### config.mk
export PLATFORM = sky130hd
export DESIGN_NAME = char_lcd_nibble_writer
export DESIGN_NICKNAME = d
export VERILOG_FILES = /design/src/lcdnw_pkg.sv /design/src/char_lcd_nibble_writer.sv /design/src/lcdnw_front.sv /design/src/lcdnw_queue.sv /design/src/lcdnw_back.sv
export VERILOG_INCLUDE_DIRS = /design/src /design/src/src
export SDC_FILE = /design/constraint.sdc
export NUM_CORES = 1
export LEC_CHECK = 0
export CAP_MARGIN = 40
export CELL_PAD_IN_SITES_DETAIL_PLACEMENT = 1
export CELL_PAD_IN_SITES_GLOBAL_PLACEMENT = 2
export CORE_MARGIN = 2
export CORE_UTILIZATION = 45
export CTS_CLUSTER_DIAMETER = 40
export DETAILED_ROUTE_END_ITERATION = 12
export DONT_BUFFER_PORTS = 1
export PLACE_DENSITY_LB_ADDON = 0.2
export SYNTH_ARGS = -nofsm -noshare
export SYNTH_HDL_FRONTEND = slang
export SYNTH_HIERARCHICAL = 1
export SYNTH_SLANG_ARGS = --single-unit
### constraint.sdc
create_clock -name clk -period 12.21 [get_ports clk]
set_clock_uncertainty 0.15 [all_clocks]
set_input_delay 0.6105 -clock clk [delete_from_list [all_inputs] [get_ports clk]]
set_output_delay 0.6105 -clock clk [all_outputs]
set_load 0.02 [all_outputs]
### src/assert_macros.svh
// Assertion macros for the RTL modules; included by the pin sequencer.
`ifndef ASSERT_MACROS_SVH
`define ASSERT_MACROS_SVH

// Same-cycle implication, disabled while in reset.
`define ASSERT_IMPLIES(label, clk, rst_n, ante, cons, msg) \
    label: assert property (@(posedge clk) disable iff (!rst_n) (ante) |-> (cons)) \
        else $error(msg);

// Next-cycle implication, disabled while in reset.
`define ASSERT_NEXT(label, clk, rst_n, ante, cons, msg) \
    label: assert property (@(posedge clk) disable iff (!rst_n) (ante) |=> (cons)) \
        else $error(msg);

`endif

### src/lcdnw_pkg.sv
// Types and constants of the character LCD nibble writer.
package lcdnw_pkg;

    // Item kinds
    localparam logic [2:0] FUNC_COMMAND = 3'd0;
    localparam logic [2:0] FUNC_CHAR    = 3'd1;
    localparam logic [2:0] FUNC_DATA    = 3'd2;
    localparam logic [2:0] FUNC_CURSOR  = 3'd3;
    localparam logic [2:0] FUNC_NUMBER  = 3'd4;

    // Configuration register indexes
    localparam logic [1:0] CFG_LINE_LENGTH  = 2'd0;
    localparam logic [1:0] CFG_DATA_WAIT    = 2'd1;
    localparam logic [1:0] CFG_COMMAND_WAIT = 2'd2;

    // Configuration reset values
    localparam logic [6:0]  LINE_LENGTH_RESET  = 7'd16;
    localparam logic [15:0] DATA_WAIT_RESET    = 16'd50;
    localparam logic [15:0] COMMAND_WAIT_RESET = 16'd5000;

    // LCD codes
    localparam logic [7:0] CMD_ROW1_COL0 = 8'hC0;
    localparam logic       CMD_ADDR_FLAG = 1'b1;
    localparam logic [7:0] ASCII_ZERO    = 8'h30;
    localparam logic [7:0] ASCII_ONE     = 8'h31;
    localparam logic [7:0] ASCII_SPACE   = 8'h20;
    localparam logic [7:0] ASCII_X       = 8'h78;
    localparam logic [7:0] NUMBER_TWO_DIGIT = 8'd10;
    localparam logic [7:0] NUMBER_MAX       = 8'd19;

    // A job holds at most three byte operations
    localparam int OPS_MAX = 3;

    typedef struct packed {
        logic [2:0] func;
        logic [7:0] value;
        logic       row;
        logic [5:0] column;
    } item_t;

    typedef struct packed {
        logic        reg_select;
        logic        enable;
        logic [3:0]  data_nibble;
        logic [15:0] wait_us;
        logic        last;
    } pin_t;

    typedef struct packed {
        logic       is_cmd;
        logic [7:0] code;
    } op_t;

    typedef struct packed {
        logic [1:0]         op_count;
        op_t [OPS_MAX-1:0]  ops;
    } job_t;

endpackage

### src/char_lcd_nibble_writer.sv
// Top level of the character LCD nibble writer: config registers, front end, queue, sequencer.
// The first pin state of an item passes the job queue and the sequencer's output register.
// Throughput: one pin state per cycle while the receiver is ready; an item has 6 to 20
// pin states, paced by the pin sequencer; unused item kinds are taken with no output.
// The job queue lets new items transfer while the sequencer is still busy.
// Reset (rst_n low, async): config to 16 / 50 / 5000, cursor, RS and nibble to zero.
module char_lcd_nibble_writer #(
    parameter int QUEUE_DEPTH = 2
) (
    input  logic             clk,
    input  logic             rst_n,
    // item channel
    input  logic             item_valid,
    output logic             item_ready,
    input  lcdnw_pkg::item_t item,
    // pin state channel
    output logic             pin_valid,
    input  logic             pin_ready,
    output lcdnw_pkg::pin_t  pin,
    // config write channel
    input  logic             cfg_valid,
    output logic             cfg_ready,
    input  logic [1:0]       cfg_index,
    input  logic [15:0]      cfg_data
);

    logic [6:0]      line_length_reg;
    logic [15:0]     data_wait_reg;
    logic [15:0]     command_wait_reg;

    logic            push_valid;
    logic            push_ready;
    lcdnw_pkg::job_t push_job;
    logic            pop_valid;
    logic            pop_ready;
    lcdnw_pkg::job_t pop_job;

    // Config writes are always taken; an index past the list is dropped.
    assign cfg_ready = 1'b1;

    always_ff @(posedge clk or negedge rst_n)
    begin
        if (!rst_n)
        begin
            line_length_reg  <= lcdnw_pkg::LINE_LENGTH_RESET;
            data_wait_reg    <= lcdnw_pkg::DATA_WAIT_RESET;
            command_wait_reg <= lcdnw_pkg::COMMAND_WAIT_RESET;
        end
        else if (cfg_valid && cfg_ready)
        begin
            unique case (cfg_index)
                lcdnw_pkg::CFG_LINE_LENGTH:  line_length_reg  <= cfg_data[6:0];
                lcdnw_pkg::CFG_DATA_WAIT:    data_wait_reg    <= cfg_data;
                lcdnw_pkg::CFG_COMMAND_WAIT: command_wait_reg <= cfg_data;
                default:                     line_length_reg  <= line_length_reg;
            endcase
        end
    end

    // Front end: decode the item into up to three byte ops, track the cursor.
    lcdnw_front u_front (
        .clk         (clk),
        .rst_n       (rst_n),
        .item_valid  (item_valid),
        .item_ready  (item_ready),
        .item        (item),
        .line_length (line_length_reg),
        .push_valid  (push_valid),
        .push_ready  (push_ready),
        .push_job    (push_job)
    );

    // Job queue decouples decoding from the pin sequence.
    lcdnw_queue #(
        .QUEUE_DEPTH (QUEUE_DEPTH)
    ) u_queue (
        .clk        (clk),
        .rst_n      (rst_n),
        .push_valid (push_valid),
        .push_ready (push_ready),
        .push_job   (push_job),
        .pop_valid  (pop_valid),
        .pop_ready  (pop_ready),
        .pop_job    (pop_job)
    );

    // Back end: emits RS / E / nibble states with their hold times.
    lcdnw_back u_back (
        .clk             (clk),
        .rst_n           (rst_n),
        .job_valid       (pop_valid),
        .job_ready       (pop_ready),
        .job             (pop_job),
        .data_wait_us    (data_wait_reg),
        .command_wait_us (command_wait_reg),
        .pin_valid       (pin_valid),
        .pin_ready       (pin_ready),
        .pin             (pin)
    );

endmodule

### src/lcdnw_front.sv
// Front end: accepts items, tracks the cursor and turns each item into a job of byte ops.
module lcdnw_front (
    input  logic                 clk,
    input  logic                 rst_n,
    input  logic                 item_valid,
    output logic                 item_ready,
    input  lcdnw_pkg::item_t     item,
    input  logic [6:0]           line_length,
    output logic                 push_valid,
    input  logic                 push_ready,
    output lcdnw_pkg::job_t      push_job
);

    logic [7:0]      cursor_reg;
    logic [7:0]      cursor_next;
    logic [7:0]      limit;
    logic            wrap1;
    logic            wrap2;
    logic [7:0]      col1;
    logic [7:0]      col2;
    logic            has_ops;
    lcdnw_pkg::job_t job;

    assign limit = {1'b0, line_length};
    assign wrap1 = (cursor_reg == limit);
    assign col1  = (wrap1 ? 8'd0 : cursor_reg) + 8'd1;
    // only one wrap per number item
    assign wrap2 = !wrap1 && (col1 == limit);
    assign col2  = (wrap2 ? 8'd0 : col1) + 8'd1;

    always_comb
    begin
        job         = '0;
        has_ops     = 1'b1;
        cursor_next = cursor_reg;
        unique case (item.func)
            lcdnw_pkg::FUNC_COMMAND:
            begin
                job.op_count = 2'd1;
                job.ops[0]   = '{is_cmd: 1'b1, code: item.value};
            end
            lcdnw_pkg::FUNC_CHAR:
            begin
                if (wrap1)
                begin
                    job.op_count = 2'd2;
                    job.ops[0]   = '{is_cmd: 1'b1, code: lcdnw_pkg::CMD_ROW1_COL0};
                    job.ops[1]   = '{is_cmd: 1'b0, code: item.value};
                end
                else
                begin
                    job.op_count = 2'd1;
                    job.ops[0]   = '{is_cmd: 1'b0, code: item.value};
                end
                cursor_next = col1;
            end
            lcdnw_pkg::FUNC_DATA:
            begin
                job.op_count = 2'd1;
                job.ops[0]   = '{is_cmd: 1'b0, code: item.value};
            end
            lcdnw_pkg::FUNC_CURSOR:
            begin
                job.op_count = 2'd1;
                job.ops[0]   = '{is_cmd: 1'b1,
                                 code: {lcdnw_pkg::CMD_ADDR_FLAG, item.row, item.column}};
                cursor_next  = {2'b00, item.column};
            end
            lcdnw_pkg::FUNC_NUMBER:
            begin
                if (item.value > lcdnw_pkg::NUMBER_MAX)
                begin
                    // "xx", tracked
                    if (wrap1 || wrap2)
                    begin
                        job.op_count = 2'd3;
                        if (wrap1)
                        begin
                            job.ops[0] = '{is_cmd: 1'b1, code: lcdnw_pkg::CMD_ROW1_COL0};
                            job.ops[1] = '{is_cmd: 1'b0, code: lcdnw_pkg::ASCII_X};
                        end
                        else
                        begin
                            job.ops[0] = '{is_cmd: 1'b0, code: lcdnw_pkg::ASCII_X};
                            job.ops[1] = '{is_cmd: 1'b1, code: lcdnw_pkg::CMD_ROW1_COL0};
                        end
                        job.ops[2]   = '{is_cmd: 1'b0, code: lcdnw_pkg::ASCII_X};
                    end
                    else
                    begin
                        job.op_count = 2'd2;
                        job.ops[0]   = '{is_cmd: 1'b0, code: lcdnw_pkg::ASCII_X};
                        job.ops[1]   = '{is_cmd: 1'b0, code: lcdnw_pkg::ASCII_X};
                    end
                    cursor_next = col2;
                end
                else if (item.value >= lcdnw_pkg::NUMBER_TWO_DIGIT)
                begin
                    job.op_count = 2'd2;
                    job.ops[0]   = '{is_cmd: 1'b0, code: lcdnw_pkg::ASCII_ONE};
                    job.ops[1]   = '{is_cmd: 1'b0,
                        code: item.value - lcdnw_pkg::NUMBER_TWO_DIGIT + lcdnw_pkg::ASCII_ZERO};
                end
                else
                begin
                    job.op_count = 2'd2;
                    job.ops[0]   = '{is_cmd: 1'b0,
                                     code: item.value + lcdnw_pkg::ASCII_ZERO};
                    job.ops[1]   = '{is_cmd: 1'b0, code: lcdnw_pkg::ASCII_SPACE};
                end
            end
            default:
            begin
                has_ops = 1'b0;  // unused kinds are dropped
            end
        endcase
    end

    assign item_ready = push_ready;
    assign push_valid = item_valid && has_ops;
    assign push_job   = job;

    always_ff @(posedge clk or negedge rst_n)
    begin
        if (!rst_n)
        begin
            cursor_reg <= 8'd0;
        end
        else if (item_valid && item_ready)
        begin
            cursor_reg <= cursor_next;
        end
    end

endmodule

### src/lcdnw_queue.sv
// Small job queue between the front end and the pin sequencer.
module lcdnw_queue #(
    parameter int QUEUE_DEPTH = 2
) (
    input  logic             clk,
    input  logic             rst_n,
    input  logic             push_valid,
    output logic             push_ready,
    input  lcdnw_pkg::job_t  push_job,
    output logic             pop_valid,
    input  logic             pop_ready,
    output lcdnw_pkg::job_t  pop_job
);

    localparam int PTR_W = (QUEUE_DEPTH > 1) ? $clog2(QUEUE_DEPTH) : 1;
    localparam int CNT_W = $clog2(QUEUE_DEPTH + 1);
    localparam logic [PTR_W-1:0] PTR_LAST = PTR_W'(QUEUE_DEPTH - 1);
    localparam logic [CNT_W-1:0] CNT_FULL = CNT_W'(QUEUE_DEPTH);

    lcdnw_pkg::job_t  slots [QUEUE_DEPTH];
    logic [PTR_W-1:0] wr_ptr_reg;
    logic [PTR_W-1:0] rd_ptr_reg;
    logic [CNT_W-1:0] count_reg;
    logic             do_push;
    logic             do_pop;

    assign push_ready = (count_reg != CNT_FULL);
    assign pop_valid  = (count_reg != '0);
    assign pop_job    = slots[rd_ptr_reg];
    assign do_push    = push_valid && push_ready;
    assign do_pop     = pop_valid && pop_ready;

    always_ff @(posedge clk)
    begin
        if (do_push)
        begin
            slots[wr_ptr_reg] <= push_job;
        end
    end

    always_ff @(posedge clk or negedge rst_n)
    begin
        if (!rst_n)
        begin
            wr_ptr_reg <= '0;
            rd_ptr_reg <= '0;
            count_reg  <= '0;
        end
        else
        begin
            if (do_push)
            begin
                wr_ptr_reg <= (wr_ptr_reg == PTR_LAST) ? '0 : wr_ptr_reg + PTR_W'(1);
            end
            if (do_pop)
            begin
                rd_ptr_reg <= (rd_ptr_reg == PTR_LAST) ? '0 : rd_ptr_reg + PTR_W'(1);
            end
            if (do_push && !do_pop)
            begin
                count_reg <= count_reg + CNT_W'(1);
            end
            else if (do_pop && !do_push)
            begin
                count_reg <= count_reg - CNT_W'(1);
            end
        end
    end

endmodule

### src/lcdnw_back.sv
// Pin sequencer: walks the byte ops of each job, one pin state per cycle while pin_ready.
`include "assert_macros.svh"

module lcdnw_back (
    input  logic             clk,
    input  logic             rst_n,
    input  logic             job_valid,
    output logic             job_ready,
    input  lcdnw_pkg::job_t  job,
    input  logic [15:0]      data_wait_us,
    input  logic [15:0]      command_wait_us,
    output logic             pin_valid,
    input  logic             pin_ready,
    output lcdnw_pkg::pin_t  pin
);

    // Steps of one byte; a data byte runs steps 1..6, a command 0..7
    localparam logic [2:0] STEP_RS_LOW    = 3'd0;
    localparam logic [2:0] STEP_HI_E_RISE = 3'd1;
    localparam logic [2:0] STEP_HI_SET    = 3'd2;
    localparam logic [2:0] STEP_HI_E_FALL = 3'd3;
    localparam logic [2:0] STEP_LO_E_RISE = 3'd4;
    localparam logic [2:0] STEP_LO_SET    = 3'd5;
    localparam logic [2:0] STEP_LO_E_FALL = 3'd6;
    localparam logic [2:0] STEP_RS_HIGH   = 3'd7;

    logic             busy_reg;
    lcdnw_pkg::job_t  job_reg;
    logic [1:0]       idx_reg;
    logic [2:0]       step_reg;
    logic             rs_reg;
    logic [3:0]       nib_reg;
    logic             out_valid_reg;
    lcdnw_pkg::pin_t  out_reg;

    lcdnw_pkg::job_t  cur_job;
    logic [1:0]       cur_idx;
    logic [1:0]       next_idx;
    lcdnw_pkg::op_t   cur_op;
    lcdnw_pkg::op_t   next_op;
    logic [2:0]       cur_step;
    logic [2:0]       end_step;
    logic             advance;
    logic             fire;
    logic             op_done;
    logic             job_done;
    logic             rs_out;
    logic             en_out;
    logic [3:0]       nib_out;
    logic [15:0]      wait_out;

    assign cur_job  = busy_reg ? job_reg : job;
    assign cur_idx  = busy_reg ? idx_reg : 2'd0;
    assign next_idx = cur_idx + 2'd1;
    assign cur_op   = cur_job.ops[cur_idx];
    assign next_op  = cur_job.ops[(next_idx == 2'd3) ? 2'd2 : next_idx];
    assign cur_step = busy_reg ? step_reg
                               : (cur_op.is_cmd ? STEP_RS_LOW : STEP_HI_E_RISE);
    assign end_step = cur_op.is_cmd ? STEP_RS_HIGH : STEP_LO_E_FALL;
    assign op_done  = (cur_step == end_step);
    assign job_done = op_done && (cur_idx == cur_job.op_count - 2'd1);

    assign advance   = !out_valid_reg || pin_ready;
    assign fire      = advance && (busy_reg || job_valid);
    assign job_ready = advance && !busy_reg;

    always_comb
    begin
        rs_out   = rs_reg;
        nib_out  = nib_reg;
        en_out   = 1'b0;
        wait_out = 16'd0;
        unique case (cur_step)
            STEP_RS_LOW:    rs_out = 1'b0;
            STEP_HI_E_RISE: en_out = 1'b1;
            STEP_HI_SET:
            begin
                en_out  = 1'b1;
                nib_out = cur_op.code[7:4];
            end
            STEP_HI_E_FALL: en_out = 1'b0;
            STEP_LO_E_RISE: en_out = 1'b1;
            STEP_LO_SET:
            begin
                en_out  = 1'b1;
                nib_out = cur_op.code[3:0];
            end
            STEP_LO_E_FALL: wait_out = data_wait_us;
            STEP_RS_HIGH:
            begin
                rs_out   = 1'b1;
                wait_out = command_wait_us;
            end
            default:        en_out = 1'b0;
        endcase
    end

    always_ff @(posedge clk or negedge rst_n)
    begin
        if (!rst_n)
        begin
            busy_reg      <= 1'b0;
            job_reg       <= '0;
            idx_reg       <= 2'd0;
            step_reg      <= STEP_RS_LOW;
            rs_reg        <= 1'b0;
            nib_reg       <= 4'd0;
            out_valid_reg <= 1'b0;
            out_reg       <= '0;
        end
        else if (fire)
        begin
            rs_reg        <= rs_out;
            nib_reg       <= nib_out;
            out_valid_reg <= 1'b1;
            out_reg       <= '{reg_select: rs_out, enable: en_out, data_nibble: nib_out,
                               wait_us: wait_out, last: job_done};
            if (!busy_reg)
            begin
                job_reg <= job;
            end
            busy_reg <= !job_done;
            if (op_done)
            begin
                idx_reg  <= next_idx;
                step_reg <= next_op.is_cmd ? STEP_RS_LOW : STEP_HI_E_RISE;
            end
            else
            begin
                idx_reg  <= cur_idx;
                step_reg <= cur_step + 3'd1;
            end
        end
        else if (pin_ready)
        begin
            out_valid_reg <= 1'b0;
        end
    end

    assign pin_valid = out_valid_reg;
    assign pin       = out_reg;

    `ASSERT_IMPLIES(a_pop_when_idle, clk, rst_n, job_valid && job_ready, !busy_reg,
        "job taken while another is in progress")
    `ASSERT_NEXT(a_job_spans_cycles, clk, rst_n, fire && !busy_reg, busy_reg,
        "job finished in its first step")
    `ASSERT_IMPLIES(a_strobe_no_wait, clk, rst_n, pin_valid && pin.enable,
        pin.wait_us == 16'd0 && !pin.last, "E high with a hold time or on the final state")

endmodule

Word level (Yosys, flattened, before mapping)
Memory sizes are Yosys's and may differ from the RTL's.
Cells that the tools add are included.
{"block": "totals", "output_inout_bits": 26, "ff_bits": 110, "word_cells": 141, "input_bits": 41, "n_memories": 1, "ramBits": 58}
{"memory": "u_queue.slots", "words": 2, "width": 29, "read_ports": 1, "rd_clocked_by_memory_dff": 0, "write_ports": 1, "line": "lcdnw_queue.sv:20", "source": "lcdnw_pkg::job_t slots [QUEUE_DEPTH];"}
{"block": "op_classes", "n_eq_ne": 19, "n_mux": 45, "n_lt_le_gt_ge": 4, "add_sub_neg": 12, "n_reduce_logical": 37}
{"cell": "$mux W18", "count": 3}
{"cell": "$pmux W9 S5", "count": 1}
{"cell": "$bmux W9 S2", "count": 2}
{"cell": "$mux W9", "count": 4}
{"cell": "$mux W8", "count": 4}
{"cell": "$pmux W16 S2", "count": 1}
{"cell": "$mux W29", "count": 1}
{"cell": "$pmux W8 S3", "count": 1}
{"cell": "$pmux W9 S2", "count": 1}
{"cell": "$mux W17", "count": 1}
{"cell": "$add A8 B1 Y8 const B", "count": 2}
{"cell": "$add A8 B6 Y8 const B", "count": 2}
{"cell": "$eq A8 B7 Y1", "count": 2}
{"cell": "$eq A3 B3 Y1 const B", "count": 5}
{"cell": "$mux W7", "count": 2}
{"cell": "$mux W1", "count": 13}
{"cell": "$mux W2", "count": 6}
{"cell": "$logic_and A1 B1 Y1", "count": 10}
{"cell": "$reduce_and A2 Y1", "count": 5}
{"cell": "$reduce_bool A2 Y1", "count": 5}
{"cell": "$eq A3 B2 Y1 const B", "count": 3}
{"cell": "$ge A8 B4 Y1 const B", "count": 1}
{"cell": "$gt A8 B5 Y1 const B", "count": 1}
{"cell": "$pmux W4 S2", "count": 1}
{"cell": "25 further kinds", "count": 40}

Longest topological paths before layout
Gate-level depths: netlist (run 1).
{"block": "logic_depth", "word_depth": 9, "mapped_depth": 21, "ltp_nobuf": 18}

Modules after synthesis
The synthesis (run 1) kept the hierarchy.
{"module": "lcdnw_back", "cells_each": 276, "instances": 1, "area_per_inst_um2": 2991.6, "seq_area_each_um2": 1476.4}
{"module": "lcdnw_queue", "cells_each": 108, "instances": 1, "area_per_inst_um2": 2313.5, "seq_area_each_um2": 1841.8}
{"module": "lcdnw_front", "cells_each": 249, "instances": 1, "area_per_inst_um2": 1736.7, "seq_area_each_um2": 200.2}
{"module": "char_lcd_nibble_writer", "cells_each": 85, "instances": 1, "area_per_inst_um2": 1519.0, "seq_area_each_um2": 987.2}

Worst setup path after synthesis (run 1)
OpenSTA, ideal clock, no wires.
{"block": "synth_timing", "kind": "register -> register", "startpoint": "register line_length_reg[4]", "endpoint": "register u_front.cursor_reg[4]", "path_stages_with_launch": 21, "period_less_slack_ps": 4098, "arrival_ps": 3866, "path_buffers": 2, "setup_time_ps": 82, "path_slack_ps": 8112, "t_required_ps": 11978, "cell_sequence": "dfstp_2 xor2_1 nor4_4 nand2_1 clkbuf_1 nand2_1 inv_1 ha_1 nand2_1 or3_1 a22oi_2 o22a_1 nand4_2 nor2_2 buf_4 nor2_1 ha_1 nand3_1 xnor2_1 or4_1 a31oi_1"}
{"block": "synth_via", "elab_chain_cells": 9, "elab_cells_between_ends": 10, "classes_between": "2 x add/sub; 2 x eq/ne; 4 x mux; 2 x reduce/logical"}
{"item": "start, declared", "line": "char_lcd_nibble_writer.sv:27", "source": "logic [6:0] line_length_reg;"}
{"item": "start signal, assigned", "line": "char_lcd_nibble_writer.sv:45", "source": "line_length_reg <= lcdnw_pkg::LINE_LENGTH_RESET;"}
{"item": "start signal, assigned", "line": "char_lcd_nibble_writer.sv:52", "source": "lcdnw_pkg::CFG_LINE_LENGTH: line_length_reg <= cfg_data[6:0];"}
{"item": "start signal, assigned", "line": "char_lcd_nibble_writer.sv:55", "source": "default: line_length_reg <= line_length_reg;"}
{"item": "$eq A8 B7 Y1", "line": "lcdnw_front.sv:25", "source": "assign wrap1 = (cursor_reg == limit);"}
{"item": "$mux W8", "line": "lcdnw_front.sv:26", "source": "assign col1 = (wrap1 ? 8'd0 : cursor_reg) + 8'd1;"}
{"item": "$add A8 B1 Y8", "line": "lcdnw_front.sv:26"}
{"item": "$eq A8 B7 Y1", "line": "lcdnw_front.sv:28", "source": "assign wrap2 = !wrap1 && (col1 == limit);"}
{"item": "$logic_and A1 B1 Y1", "line": "lcdnw_front.sv:28"}
{"item": "$mux W8", "line": "lcdnw_front.sv:29", "source": "assign col2 = (wrap2 ? 8'd0 : col1) + 8'd1;"}
{"item": "$add A8 B1 Y8", "line": "lcdnw_front.sv:29"}
{"item": "$mux W8", "line": "lcdnw_front.sv:71", "source": "if (item.value > lcdnw_pkg::NUMBER_MAX)"}
{"item": "$pmux W8 S3 (*)", "line": "lcdnw_front.sv:36", "source": "unique case (item.func)"}
{"item": "end signal, assigned", "line": "lcdnw_front.sv:131", "source": "cursor_reg <= cursor_next;"}
{"item": "end, declared", "line": "lcdnw_front.sv:14", "source": "logic [7:0] cursor_reg;"}
Every way passes the cells marked *; elsewhere a longest branch is shown, timed or not. The select of a mux whose other input is x is not followed.
A chain may end at the register's enable or synchronous reset.

Worst setup path after layout (run 1)
{"block": "layout_timing", "startpoint": "register u_front.cursor_reg[0]", "endpoint": "register u_front.cursor_reg[4]"}
{"block": "layout_via", "elab_chain_cells": 9, "elab_cells_between_ends": 10, "classes_between": "2 x add/sub; 2 x eq/ne; 4 x mux; 2 x reduce/logical"}
{"item": "$eq A8 B7 Y1", "line": "lcdnw_front.sv:25"}
{"item": "$mux W8", "line": "lcdnw_front.sv:26"}
{"item": "$add A8 B1 Y8", "line": "lcdnw_front.sv:26"}
{"item": "$eq A8 B7 Y1", "line": "lcdnw_front.sv:28"}
{"item": "$logic_and A1 B1 Y1", "line": "lcdnw_front.sv:28"}
{"item": "$mux W8", "line": "lcdnw_front.sv:29"}
{"item": "$add A8 B1 Y8", "line": "lcdnw_front.sv:29"}
{"item": "$mux W8", "line": "lcdnw_front.sv:71"}
{"item": "$pmux W8 S3 (*)", "line": "lcdnw_front.sv:36"}
Marks and branches as above.

==> results.rst, run 1 <==
.. list-table::
   :header-rows: 1

   * - Metric
     - Value
   * - DPL Wire Length
     - ~14 mm
   * - Yosys reg bits
     - 168
   * - Area overhead of the layout relative to synthesis
     - 8.23%
   * - Data required, critical path
     - between 10 and 15 ns
   * - Clock latency of the later-clocked register in the worst-skew pair
     - between 0.4 and 0.5 ns
   * - Root cell of the clock tree
     - clkbuf_16
   * - Layout cells sized above 1
     - between 20% and 30%
   * - Reported max-cap violation count
     - 0
   * - Min-delay src
     - cfg_data[1]
   * - Slew Viols, Final
     - 0
   * - Final hold violations
     - 0
   * - Instance count after placement with tap cells included
     - a little over 900
   * - Post-Route Setup TNS
     - 0 ns
   * - Number of levels the H-tree was split into
     - 4
   * - Max-Slew Margin vs Limit
     - 45.5%
   * - Clock buffer depth
     - 2
   * - Starting DRC count in detailed routing
     - 237
   * - Largest net degree at the start of global routing
     - between 100 and 150
   * - Number of enable flip-flop cells after synthesis
     - 58
   * - Critical Path AT
     - 5.10 ns
   * - Number of flip-flops in the largest register
     - 58
   * - Total length of routed wires
     - between 15 and 20 mm
   * - Cell area after technology mapping
     - ~0.0086 mm^2
   * - Remaining global-route overflow
     - 0
   * - Clock tree from TritonCTS
     - done
   * - Area after detailed placement
     - ~0.0086 mm^2
   * - Worst setup slack before clock tree synthesis
     - between 7 and 8 ns
   * - Via count of the first global-routing pass
     - ~6000
   * - Total power after layout
     - 2.02 mW
   * - Final critical path time including I/O delays and setup
     - 4.90 ns
   * - Total core area
     - about 0.019 mm^2
   * - Overall die area
     - slightly above 0.02 mm^2
   * - Most used cells in the layout excluding fill and tap cells
     - mux2_2, dfrtp_1, nor2_1
   * - Unrepaired setup endpoints after global routing
     - no
   * - Global routing usage summed across all routing layers
     - 21.1%
   * - Worst min-delay path class
     - primary input to register
   * - Timing-limited maximum frequency
     - roughly 0.20 GHz
   * - R2r startpoint
     - u_front/cursor_reg[0]
   * - Final worst slack
     - 7.31 ns
   * - Unique masters post-synth
     - 69
   * - Warnings from Yosys
     - 6
   * - CTS buffer count
     - 17
   * - Status
     - completed
   * - Maximum fanout encountered on the critical timing path
     - 13
   * - Critical path type
     - register to register
   * - Die width
     - approximately 140 um
   * - IO Port Bufs
     - 0
   * - First-pass GRT wire length
     - 32.9 mm
   * - Ratio of final minimum period to clock period
     - around two fifths
   * - Mean area per synthesized cell
     - approximately 12 um^2
   * - Detailed-router iteration count before antenna repair
     - 4
   * - Dominant register cell in the synthesized netlist
     - dfrtp_1
   * - # diodes
     - 0
   * - Final instance area
     - 0.00927 mm^2
   * - Number of failing setup endpoints in the final timing report
     - 0
   * - Non-filler instance count after layout
     - roughly 940
   * - Part of the Yosys area used for sequential elements
     - between 50% and 60%
   * - Routability cong.
     - 0.859
   * - Crit path capture type
     - register
   * - Antenna Nets Post-Route
     - 0
   * - Number of antenna violations at the first check in global routing
     - 0
   * - Most common cell after layout, fill and taps aside
     - mux2_2
   * - Routed vias
     - between 5000 and 6000
   * - Power per cell area
     - around 220 mW/mm^2
   * - Via count normalized by instance count
     - a little under 6
   * - Post-detailed-route wirelength per cell
     - 21.2 um
   * - I/O pin count
     - 67
   * - Number of remaining DRC errors
     - 0
   * - Critical path startpoint
     - u_front/cursor_reg[0]
   * - Die H
     - around 140 um
   * - Share of synthesized registers carrying an async set or reset
     - ~65%
   * - IR drop worst, VDD
     - around 0.12 mV
   * - Setup crit start kind
     - register
   * - Clk sinks
     - between 150 and 200
   * - Worst Tran Pin Value
     - 0.814 ns
   * - Gate Count Post-Synth
     - around 700
   * - Leakage
     - 3.85 nW
   * - Num rows
     - 50
   * - Post-layout net count
     - 750
   * - Clock transition time at the flip-flop clock pins of the worst setup and hold paths
     - approximately 0.070 ns
   * - Initial standard-cell utilization of the core
     - a little under half
-- through the flow --
step / hold WS, ns / utilization, %
after floorplan: 0.165 / -
after global placement: 0.168 / 45.9
after detailed placement: 0.168 / 46.2
after CTS: 0.151 / 49.5
after global routing: 0.159 / 49.5
final: 0.179 / 49.5
-- timing repair --
item / CTS / global route
resized for setup: 0 / 0
buffers inserted: 0 / 0
hold buffers: 2 / 0
hold endpoints to repair: 110 / 0
-- synth_stat cells (all sizes together) (6+ instances only) --
| cell | number | area [um^2] |
|---|---|---|
| mux2 | 110 | 1240 |
| dfrtp | 101 | 2530 |
| nor2 | 73 | 277 |
| edfxtp | 58 | 1740 |
| nand2 | 42 | 165 |
| a21oi | 38 | 194 |
| buf | 33 | 248 |
| o21ai | 24 | 120 |
| a221oi | 20 | 181 |
| clkbuf | 19 | 71.3 |
| inv | 16 | 60.1 |
| nand3 | 15 | 75.1 |
| ha | 13 | 163 |
| xor2 | 13 | 114 |
| xnor2 | 12 | 105 |
| and2 | 9 | 56.3 |
| dfstp | 9 | 236 |
| mux2i | 9 | 90.1 |
| and3 | 7 | 43.8 |
| a21o | 6 | 45.0 |
| nor2b | 6 | 37.5 |
-- per-layer routing --
metal	wire [um]	track usage, %	part of all wire (%)	vias up
met5	0	0	0	-
met4	291	6.68	1.5	0
met3	714	4.52	3.6	17
met2	10100	36.4	51	83
met1	8820	26.5	44	2842
li1	-	-	-	2559
-- cells by family (layout without fill, tap and decap cells) --
kind of cell             count (synthesis)  after routing  share of synthesized area (%)
AO/OA/AOI/OAI                          135            135                           11.1
AND/OR/NAND/NOR                        186            186                           11.2
flip-flops                             168            168                           52.6
multiplexers                           120            120                           15.8
other                                    2              6                         0.0877
buffers and inverters                   68             55                           4.43
adder cells (fa/ha/maj)                 13             13                           1.90
XOR/XNOR                                26             26                           2.82
-- final timing paths --
kind	endpoint	slack (ns)	cells past startpoint
worst max-delay path	u_front/cursor_reg[4]	7.31	18
worst min-delay path	command_wait_reg[1]	0.18	1
worst max register to register	u_front/cursor_reg[4]	7.31	18
worst min register to register	u_back/job_reg[12]	0.35	1
max in group asynchronous	u_back/job_reg[8]	10.81	2
min in group asynchronous	u_back/pin[13]	0.63	2
-- where the power goes --
group / total (mW) / leakage [nW] / internal, mW / switching, mW
sequential: 0.879 / 1.88 / 0.738 / 0.141
clock: 0.538 / 0.288 / 0.305 / 0.234
combinational: 0.606 / 1.68 / 0.281 / 0.325
-- layout make-up --
type	count	area [um^2]
fill	1925	9440
sequential	168	4510
multi-input combinational	486	3700
clock buffer	20	468
tap	234	293
clock inverter	12	124
timing repair buffer	7	115
inverter	16	60.1
-- critical path, cell delays in order, from the launching register on --
cell and delay [ns]:
dfrtp_1 0.50, xor2_1 0.23, nor4_4 0.45, nand2_1 0.39, nand2_1 0.23, inv_1 0.09
ha_1 0.28, nand3_1 0.17, xor2_1 0.32, nand2b_1 0.09, a21oi_1 0.16, nand3_1 0.16
nor2_2 0.49, nor2_1 0.12, ha_1 0.27, nand3_1 0.09, xnor2_1 0.06, or4_1 0.40
a31oi_1 0.16
Power figures use the tool's default switching activity.
==> run 2, diff against run 1 <==
- CORE_UTILIZATION: 45 -> 44
- clock period: 12.21 -> 4.7 ns (I/O delays scaled with it)
==> run 2 against run 1 <==
Net effect: global-route usage fell by 0.053 points; critical path type unchanged; wire length rose by 2.0%; non-clock buffer count rose by 41; power rose to 2.6 times the previous value; first-iteration DRC count rose by 3.4%; final cell count rose by 7.6%; worst setup slack got worse by 7.1 ns; highest routed layer unchanged; hold slack got worse by 0.15 ns; sequential share of layout area fell by 2.0 points.
==> results.rst, run 2 (synthesized netlist as in run 1, its figures left out) <==
.. list-table::
   :header-rows: 1

   * - Metric
     - Value
   * - Status
     - completed
   * - Post-detailed-route wirelength per cell
     - 20.1 um (-5.2%)
   * - Worst Tran Pin Value
     - 0.756 ns (-0.0575 ns)
   * - Layout cells sized above 1
     - 23.7% (-1.1 points)
   * - I/O pin count
     - 67 (unchanged)
   * - Area overhead of the layout relative to synthesis
     - 12.9%
   * - Crit path capture type
     - register
   * - Post-Route Setup TNS
     - 0 ns (unchanged)
   * - Number of remaining DRC errors
     - 0 (unchanged)
   * - IO Port Bufs
     - 0 (unchanged)
   * - Antenna Nets Post-Route
     - 0 (unchanged)
   * - Clock tree from TritonCTS
     - done
   * - Leakage
     - 4.02 nW (+4.4%)
   * - Starting DRC count in detailed routing
     - 245 (+3.4%)
   * - Ratio of final minimum period to clock period
     - 94.8% (+55 points)
   * - Critical path startpoint
     - line_length_reg[4]
   * - Final critical path time including I/O delays and setup
     - 4.46 ns (-0.441 ns)
   * - Clk sinks
     - 168 (unchanged)
   * - Unrepaired setup endpoints after global routing
     - no
   * - Number of levels the H-tree was split into
     - 4 (unchanged)
   * - Clock transition time at the flip-flop clock pins of the worst setup and hold paths
     - 0.06 ns (about the same)
   * - Routed vias
     - 5662 (+2.9%)
   * - R2r startpoint
     - line_length_reg[4]
   * - Series of cell instances along the critical path
     - xor2_1 -> nor4_4 -> nand2_1 -> nand2_1 -> inv_1 -> ha_1 -> nand2_1 -> or3_1 -> a22oi_2 -> o22a_1 -> nand4_2 -> a21oi_1 -> o21a_1 -> o21bai_1 -> dlygate4sd3_1
   * - DPL Wire Length
     - 13.7 mm (+0.75%)
   * - Clock buffer depth
     - 2 (unchanged)
   * - Total core area
     - 0.0193 mm^2 (+3.0%)
   * - Number of failing setup endpoints in the final timing report
     - 0 (unchanged)
   * - Most Frequent Cell on Critical Path
     - nand2_1
   * - Number of antenna violations at the first check in global routing
     - 0 (unchanged)
   * - Max stage delay cell, worst path
     - dfstp_2
   * - Post-cts sizing count
     - 0 (unchanged)
   * - Power per cell area
     - 541 mW/mm^2 (+150%)
   * - # diodes
     - 0 (unchanged)
   * - Most used cells in the layout excluding fill and tap cells
     - mux2_2, dfrtp_1, nor2_1
   * - Hold slack final
     - 0.0263 ns (-0.153 ns)
   * - Largest net degree at the start of global routing
     - 111 (unchanged)
   * - Setup crit start kind
     - register
   * - Global routing usage summed across all routing layers
     - 21.0% (-0.053 points)
   * - Min-delay src
     - item[5]
   * - Total power after layout
     - 5.23 mW (+160%)
   * - Total length of routed wires
     - 20.4 mm (+2.0%)
   * - Slew Viols, Final
     - 0 (unchanged)
   * - Overall die area
     - 0.0206 mm^2 (+2.2%)
   * - Die H
     - 143 um (+1.1%)
   * - Worst min-delay path class
     - primary input to register
   * - Num rows
     - 51 (+2.0%)
   * - Die width
     - 143 um (+1.1%)
   * - Max stage delay on crit path
     - 0.59 ns (+0.09 ns)
   * - IR drop worst, VDD
     - 0.285 mV (+140%)
   * - First-pass GRT wire length
     - 33.3 mm (+1.3%)
   * - CTS buffer count
     - 17 (unchanged)
   * - Number of flip-flops in the largest register
     - 58 (unchanged)
   * - Critical path type
     - register to register
   * - Timing-limited maximum frequency
     - 0.224 GHz (+9.9%)
   * - Via count of the first global-routing pass
     - 6203 (+2.0%)
   * - Remaining global-route overflow
     - 0 (unchanged)
   * - Data required, critical path
     - 4.84 ns (-7.57 ns)
   * - Routability cong.
     - 0.914 (+6.3%)
   * - Post-layout net count
     - 791 (+5.5%)
   * - Via count normalized by instance count
     - 5.58 (-4.4%)
   * - Detailed-router iteration count before antenna repair
     - 4 (unchanged)
   * - Fill cell count
     - 2040 (+6.0%)
   * - Reported max-cap violation count
     - 0 (unchanged)
   * - Root cell of the clock tree
     - clkbuf_16
   * - Critical Path AT
     - 4.59 ns (-0.51 ns)
   * - Initial standard-cell utilization of the core
     - 44.4% (-1.3 points)
   * - Maximum fanout encountered on the critical timing path
     - 9 (-4)
   * - Clock latency of the later-clocked register in the worst-skew pair
     - 0.42 ns (about the same)
   * - Most common cell after layout, fill and taps aside
     - mux2_2
   * - Final hold violations
     - 0 (unchanged)
   * - Max-Slew Margin vs Limit
     - 49.6% (+4.1 points)
## run 2: cell types whose count changed in the layout (fill, tap and decap cells not counted), moves of 2 or more
| cell | change |
|---|---|
| dlygate4sd3_1 | +38 |
| buf_4 | +3 |
| clkinv_2 | +3 |
| inv_4 | +2 |
| inv_6 | -2 |
## run 2: critical path, delay by kind of cell, from the launching register on
family / cells / cell delay (ns)
adders and majority gates: 1 / 0.30
DFF: 1 / 0.59
AOI/OAI and AO/OA: 5 / 1.33
buffers and inverters: 2 / 0.71
xor gates and xnor gates: 1 / 0.26
and+or+nand+nor: 6 / 0.98
## run 2: repair_timing
| action | CTS | global route |
|---|---|---|
| hold buffers | 40 | 0 |
| buffers inserted | 0 | 0 |
| endpoints found under the hold margin | 188 | 0 |
## run 2: final timing paths
| path | endpoint | slack, ns | cells after the start |
|---|---|---|---|
| worst min-delay path | u_queue/slots[1][5] | 0.03 | 1 |
| min in group asynchronous | u_back/pin[9] | 0.28 | 2 |
| worst min register to register | u_back/job_reg[28] | 0.35 | 2 |
| worst max register to register | u_queue/slots[0][27] | 0.24 | 15 |
| max in group asynchronous | u_back/job_reg[6] | 3.70 | 2 |
| worst max-delay path | u_queue/slots[0][27] | 0.24 | 15 |
## run 2: metal layers
metal / track usage, % / vias up / part of all wire, %
met2: 36.2 / 96 / 50
met1: 27.3 / 2899 / 46
li1: - / 2651 / -
met5: 0 / - / 0
met4: 5.11 / 0 / 1.0
met3: 4.13 / 16 / 3.3
## run 2: where the power goes
part           internal, mW  total (mW)  switching, mW
clock                 0.737        1.32          0.586
sequential             1.92        2.28          0.361
combinational         0.759        1.62          0.864
total                  3.41        5.23           1.81
## run 2: final cells by class
class / instances / area (um^2) / area share (%)
inverter: 16 / 60.1 / 0.622
tap: 265 / 332 / 3.43
timing repair buffer: 48 / 518 / 5.36
clock buffer: 19 / 434 / 4.49
clock inverter: 13 / 115 / 1.19
sequential: 168 / 4510 / 46.6
multi-input combinational: 486 / 3700 / 38.3
## run 2: metrics by stage
step                      instance area, um^2  instances  util [%]  setup WS, ns
after CTS                                9660       1015      50.1         0.234
after detailed placement                 8700        943      45.1         0.489
after global placement                   8640        941      44.8         0.653
after global routing                     9660       1015      50.1       0.00978
final                                    9660       1015      50.1         0.243
after floorplan                          8580        722         -         0.602
==> run 3, diff against run 2 <==
- CORE_UTILIZATION: 44 -> 42
- SYNTH_HIERARCHICAL: 1 -> default
==> run 3 against run 2 <==
Net effect: sequential power is 14% lower; count of clock-buffer cells in the layout did not move; die area down 6.5%; synthesized area is 11% lower; power decreased by 9.9%; critical path depth up 2; highest routed layer unchanged.
==> results.rst, run 3 <==
.. list-table::
   :header-rows: 1

   * - Metric
     - Value
   * - Starting DRC count in detailed routing
     - 263 (+7.3%)
   * - Max-Slew Margin vs Limit
     - 50.9% (+1.3 points)
   * - Worst Tran Pin Value
     - 0.737 ns (-0.0198 ns)
   * - Most common library cells after synthesis
     - dfrtp_1, nor2_1, nand2_1, mux2_2, edfxtp_1
   * - Worst min-delay path class
     - primary input to register
   * - Clk sinks
     - 152 (-9.5%)
   * - Syn Nets
     - 767
   * - Ranking of synthesized cells by area
     - dfrtp_1, edfxtp_1, mux2_2
   * - Gate Count Post-Synth
     - 713 (-0.70%)
   * - Warnings from Yosys
     - 0 (-6)
   * - Root cell of the clock tree
     - clkbuf_16
   * - Reported max-cap violation count
     - 0 (unchanged)
   * - Synth area leader
     - dfrtp_1
   * - First-pass GRT wire length
     - 32.6 mm (-2.2%)
   * - Largest net degree at the start of global routing
     - 111 (unchanged)
   * - Number of remaining DRC errors
     - 0 (unchanged)
   * - Series of cell instances along the critical path
     - xor2_1 -> or4_4 -> or2_1 -> nand2_1 -> inv_1 -> ha_2 -> xor2_1 -> nor3_1 -> o2111a_1 -> a211o_1 -> nand4_1 -> and2_1 -> ha_1 -> nand2_1 -> a2111oi_4 -> o211ai_1 -> nand2_1
   * - Routed vias
     - 5580 (-1.4%)
   * - Most used cells in the layout excluding fill and tap cells
     - dfrtp_1, nor2_1, nand2_1
   * - Switching power total
     - 1.68 mW (-7.4%)
   * - Die H
     - 139 um (-3.3%)
   * - Ratio of final minimum period to clock period
     - 93.9% (-0.96 points)
   * - # diodes
     - 0 (unchanged)
   * - Max stage delay cell, worst path
     - or4_4
   * - Power per cell area
     - 532 mW/mm^2 (-1.6%)
   * - Share of total power in combinational logic
     - 29.2% (-1.9 points)
   * - Total core area
     - 0.0179 mm^2 (-7.1%)
   * - Share of the synthesized area in the top cell type
     - 33.2% (+3.6 points)
   * - Data required, critical path
     - 4.92 ns (+0.08 ns)
   * - IO Port Bufs
     - 0 (unchanged)
   * - Detailed-router iteration count before antenna repair
     - 4 (unchanged)
   * - Hold slack final
     - 0.0105 ns (-0.0158 ns)
   * - Critical path type
     - register to register
   * - Part of the Yosys area used for sequential elements
     - 52.8% (+0.17 points)
   * - Sequential fraction of design power
     - 41.9% (-1.7 points)
   * - Timing-limited maximum frequency
     - 0.227 GHz (+1.0%)
   * - Critical Path AT
     - 4.63 ns (+0.04 ns)
   * - Clock transition time at the flip-flop clock pins of the worst setup and hold paths
     - 0.07 ns (about the same)
   * - Clock tree from TritonCTS
     - done
   * - Num rows
     - 49 (-3.9%)
   * - Leakage
     - 3.63 nW (-9.6%)
   * - DPL Wire Length
     - 13.6 mm (-0.98%)
   * - Most common cell after layout, fill and taps aside
     - dfrtp_1
   * - Status
     - completed
   * - Most Frequent Cell on Critical Path
     - nand2_1
   * - Overall die area
     - 0.0192 mm^2 (-6.5%)
   * - Post-layout net count
     - 794 (+0.38%)
   * - Number of antenna violations at the first check in global routing
     - 0 (unchanged)
   * - Unique masters post-synth
     - 71 (+2.9%)
   * - Initial standard-cell utilization of the core
     - 42.6% (-1.8 points)
   * - Routability cong.
     - 0.875 (-4.3%)
   * - Share of total power in the clock network
     - 29.0% (+3.7 points)
   * - Dominant register cell in the synthesized netlist
     - dfrtp_1
   * - Setup crit start kind
     - register
   * - Final worst slack
     - 0.289 ns (+0.0451 ns)
   * - Number of failing setup endpoints in the final timing report
     - 0 (unchanged)
   * - Cell internal power dissipation
     - 3.03 mW (-11%)
   * - Buf+Inv Stages, Crit Path
     - 1 (-1)
   * - Yosys reg bits
     - 152 (-9.5%)
   * - Number of flip-flops in the largest register
     - 42 (-28%)
   * - Area after detailed placement
     - 0.00786 mm^2 (-9.6%)
   * - Final instance area
     - 0.00885 mm^2 (-8.4%)
   * - Remaining global-route overflow
     - 0 (unchanged)
   * - Most frequent cell after synthesis
     - dfrtp_1
   * - Max stage delay on crit path
     - 0.52 ns (-0.07 ns)
   * - Layout cells sized above 1
     - 15.8% (-7.9 points)
   * - Clock latency of the later-clocked register in the worst-skew pair
     - 0.43 ns (about the same)
   * - IR drop worst, VDD
     - 0.235 mV (-17%)
   * - Total length of routed wires
     - 19.6 mm (-3.8%)
   * - CTS buffer count
     - 17 (unchanged)
   * - Area overhead of the layout relative to synthesis
     - 16.1%
   * - Number of levels the H-tree was split into
     - 4 (unchanged)
   * - Post-detailed-route wirelength per cell
     - 19.9 um (-0.59%)
   * - Antenna Nets Post-Route
     - 0 (unchanged)
   * - Global routing usage summed across all routing layers
     - 21.2% (+0.20 points)
   * - Worst setup slack before clock tree synthesis
     - 0.00215 ns (-0.487 ns)
   * - Fraction of power spent switching nets
     - 35.6% (+0.96 points)
   * - Clock buffer depth
     - 2 (unchanged)
   * - Maximum fanout encountered on the critical timing path
     - 5 (-4)
   * - Family with the most delay on the worst path
     - simple AND/OR/NAND/NOR gates
   * - Slew Viols, Final
     - 0 (unchanged)
   * - Final hold violations
     - 0 (unchanged)
   * - Share of synthesized registers carrying an async set or reset
     - 72.4% (+6.9 points)
   * - Cell area after technology mapping
     - 0.00762 mm^2 (-11%)
   * - Mean area per synthesized cell
     - 10.7 um^2 (-10%)
   * - Number of enable flip-flop cells after synthesis
     - 42 (-28%)
   * - I/O pin count
     - 67 (unchanged)
   * - Die width
     - 139 um (-3.3%)
   * - Via count of the first global-routing pass
     - 6182 (-0.34%)
   * - Crit path capture type
     - register
   * - Via count normalized by instance count
     - 5.68 (+1.9%)
   * - Final critical path time including I/O delays and setup
     - 4.41 ns (-0.0451 ns)
run 3: cell types whose count changed after synthesis, moves of 7 or more:
cell / before / now
mux2i_1: 9 / 29
edfxtp_1: 58 / 42
nor2b_1: 6 / 14
nor2_1: 72 / 91
mux2_2: 109 / 44
nand2_1: 41 / 69
buf_4: 13 / 2
clkbuf_1: 19 / 28
o21ai_0: 24 / 31
a31oi_1: 1 / 9
buf_2: 12 / 2
run 3: worst paths after layout:
check	cells past startpoint	to	startpoint	slack (ns)
max in group asynchronous	2	u_back.job_reg[6]	rst_n	3.70
max	17	u_front.cursor_reg[6]	line_length_reg[5]	0.29
min	4	line_length_reg[4]	cfg_index[0]	0.01
min reg2reg	2	u_back.job_reg[8]	u_back.job_reg[8]	0.33
max reg2reg	17	u_front.cursor_reg[6]	line_length_reg[5]	0.29
min in group asynchronous	2	data_wait_reg[12]	rst_n	0.25
run 3: kinds of logic (layout without fill, tap and decap cells):
kind of cell / Yosys count / count (layout) / synth area share, %
flops: 152 / 152 / 52.8
mux: 75 / 75 / 10.9
xor+xnor: 25 / 25 / 2.87
compound gates: 155 / 155 / 13.8
other cells: 1 / 1 / 0.0492
buf+inv: 56 / 96 / 3.09
simple gates: 236 / 236 / 14.4
fa+ha+maj: 13 / 13 / 2.13
run 3: stage by stage:
step | cells | util [%] | setup TNS (ns) | power [mW]
2_1_floorplan | 713 | - | 0 | 2.95
3_3_place_gp | 912 | 43.7 | 0 | 3.23
3_5_place_dp | 915 | 43.9 | 0 | 3.30
4_1_cts | 981 | 49.3 | 0 | 4.73
5_1_grt | 982 | 49.4 | -0.00823 | 5.01
6_report | 982 | 49.4 | 0 | 4.71
run 3: power by group through the flow:
| stage | combinational [mW] | sequential, mW | clock (mW) |
|---|---|---|---|
| finish | 1.37 | 1.97 | 1.36 |
| CTS | 1.37 | 1.97 | 1.39 |
| global route | 1.54 | 2.02 | 1.45 |
| detailed placement | 1.31 | 2.00 | 0 |
| global placement | 1.25 | 1.97 | 0 |
| floorplan | 1.07 | 1.88 | 0 |
run 3: timing repair:
item | CTS | global route
hold buffers | 34 | 0
setup endpoints to repair | 1 | 2
gates resized for setup | 1 | 5
buffers inserted | 0 | 1
hold endpoints to repair | 187 | 0
run 3: cell type report:
| class | count | area (um^2) |
|---|---|---|
| timing repair buffer | 48 | 485 |
| clock buffer | 19 | 475 |
| clock inverter | 13 | 121 |
| tap | 229 | 287 |
| inverter | 16 | 60.1 |
| sequential | 152 | 4030 |
| multi-input combinational | 505 | 3400 |
| fill | 1922 | 9050 |
run 3: per-layer routing:
| metal | GRT usage (%) | vias up | wire length, um |
|---|---|---|---|
| met5 | 0 | - | 0 |
| met2 | 34.8 | 113 | 9310 |
| met1 | 28.5 | 2830 | 9170 |
| li1 | - | 2615 | - |
| met3 | 4.35 | 22 | 790 |
| met4 | 6.75 | 0 | 308 |
run 3: worst min-delay path, cell delays in order:
cell and delay (ns):
nor3b_1 0.03, buf_4 0.17, nand2_1 0.07, o21ai_0 0.08
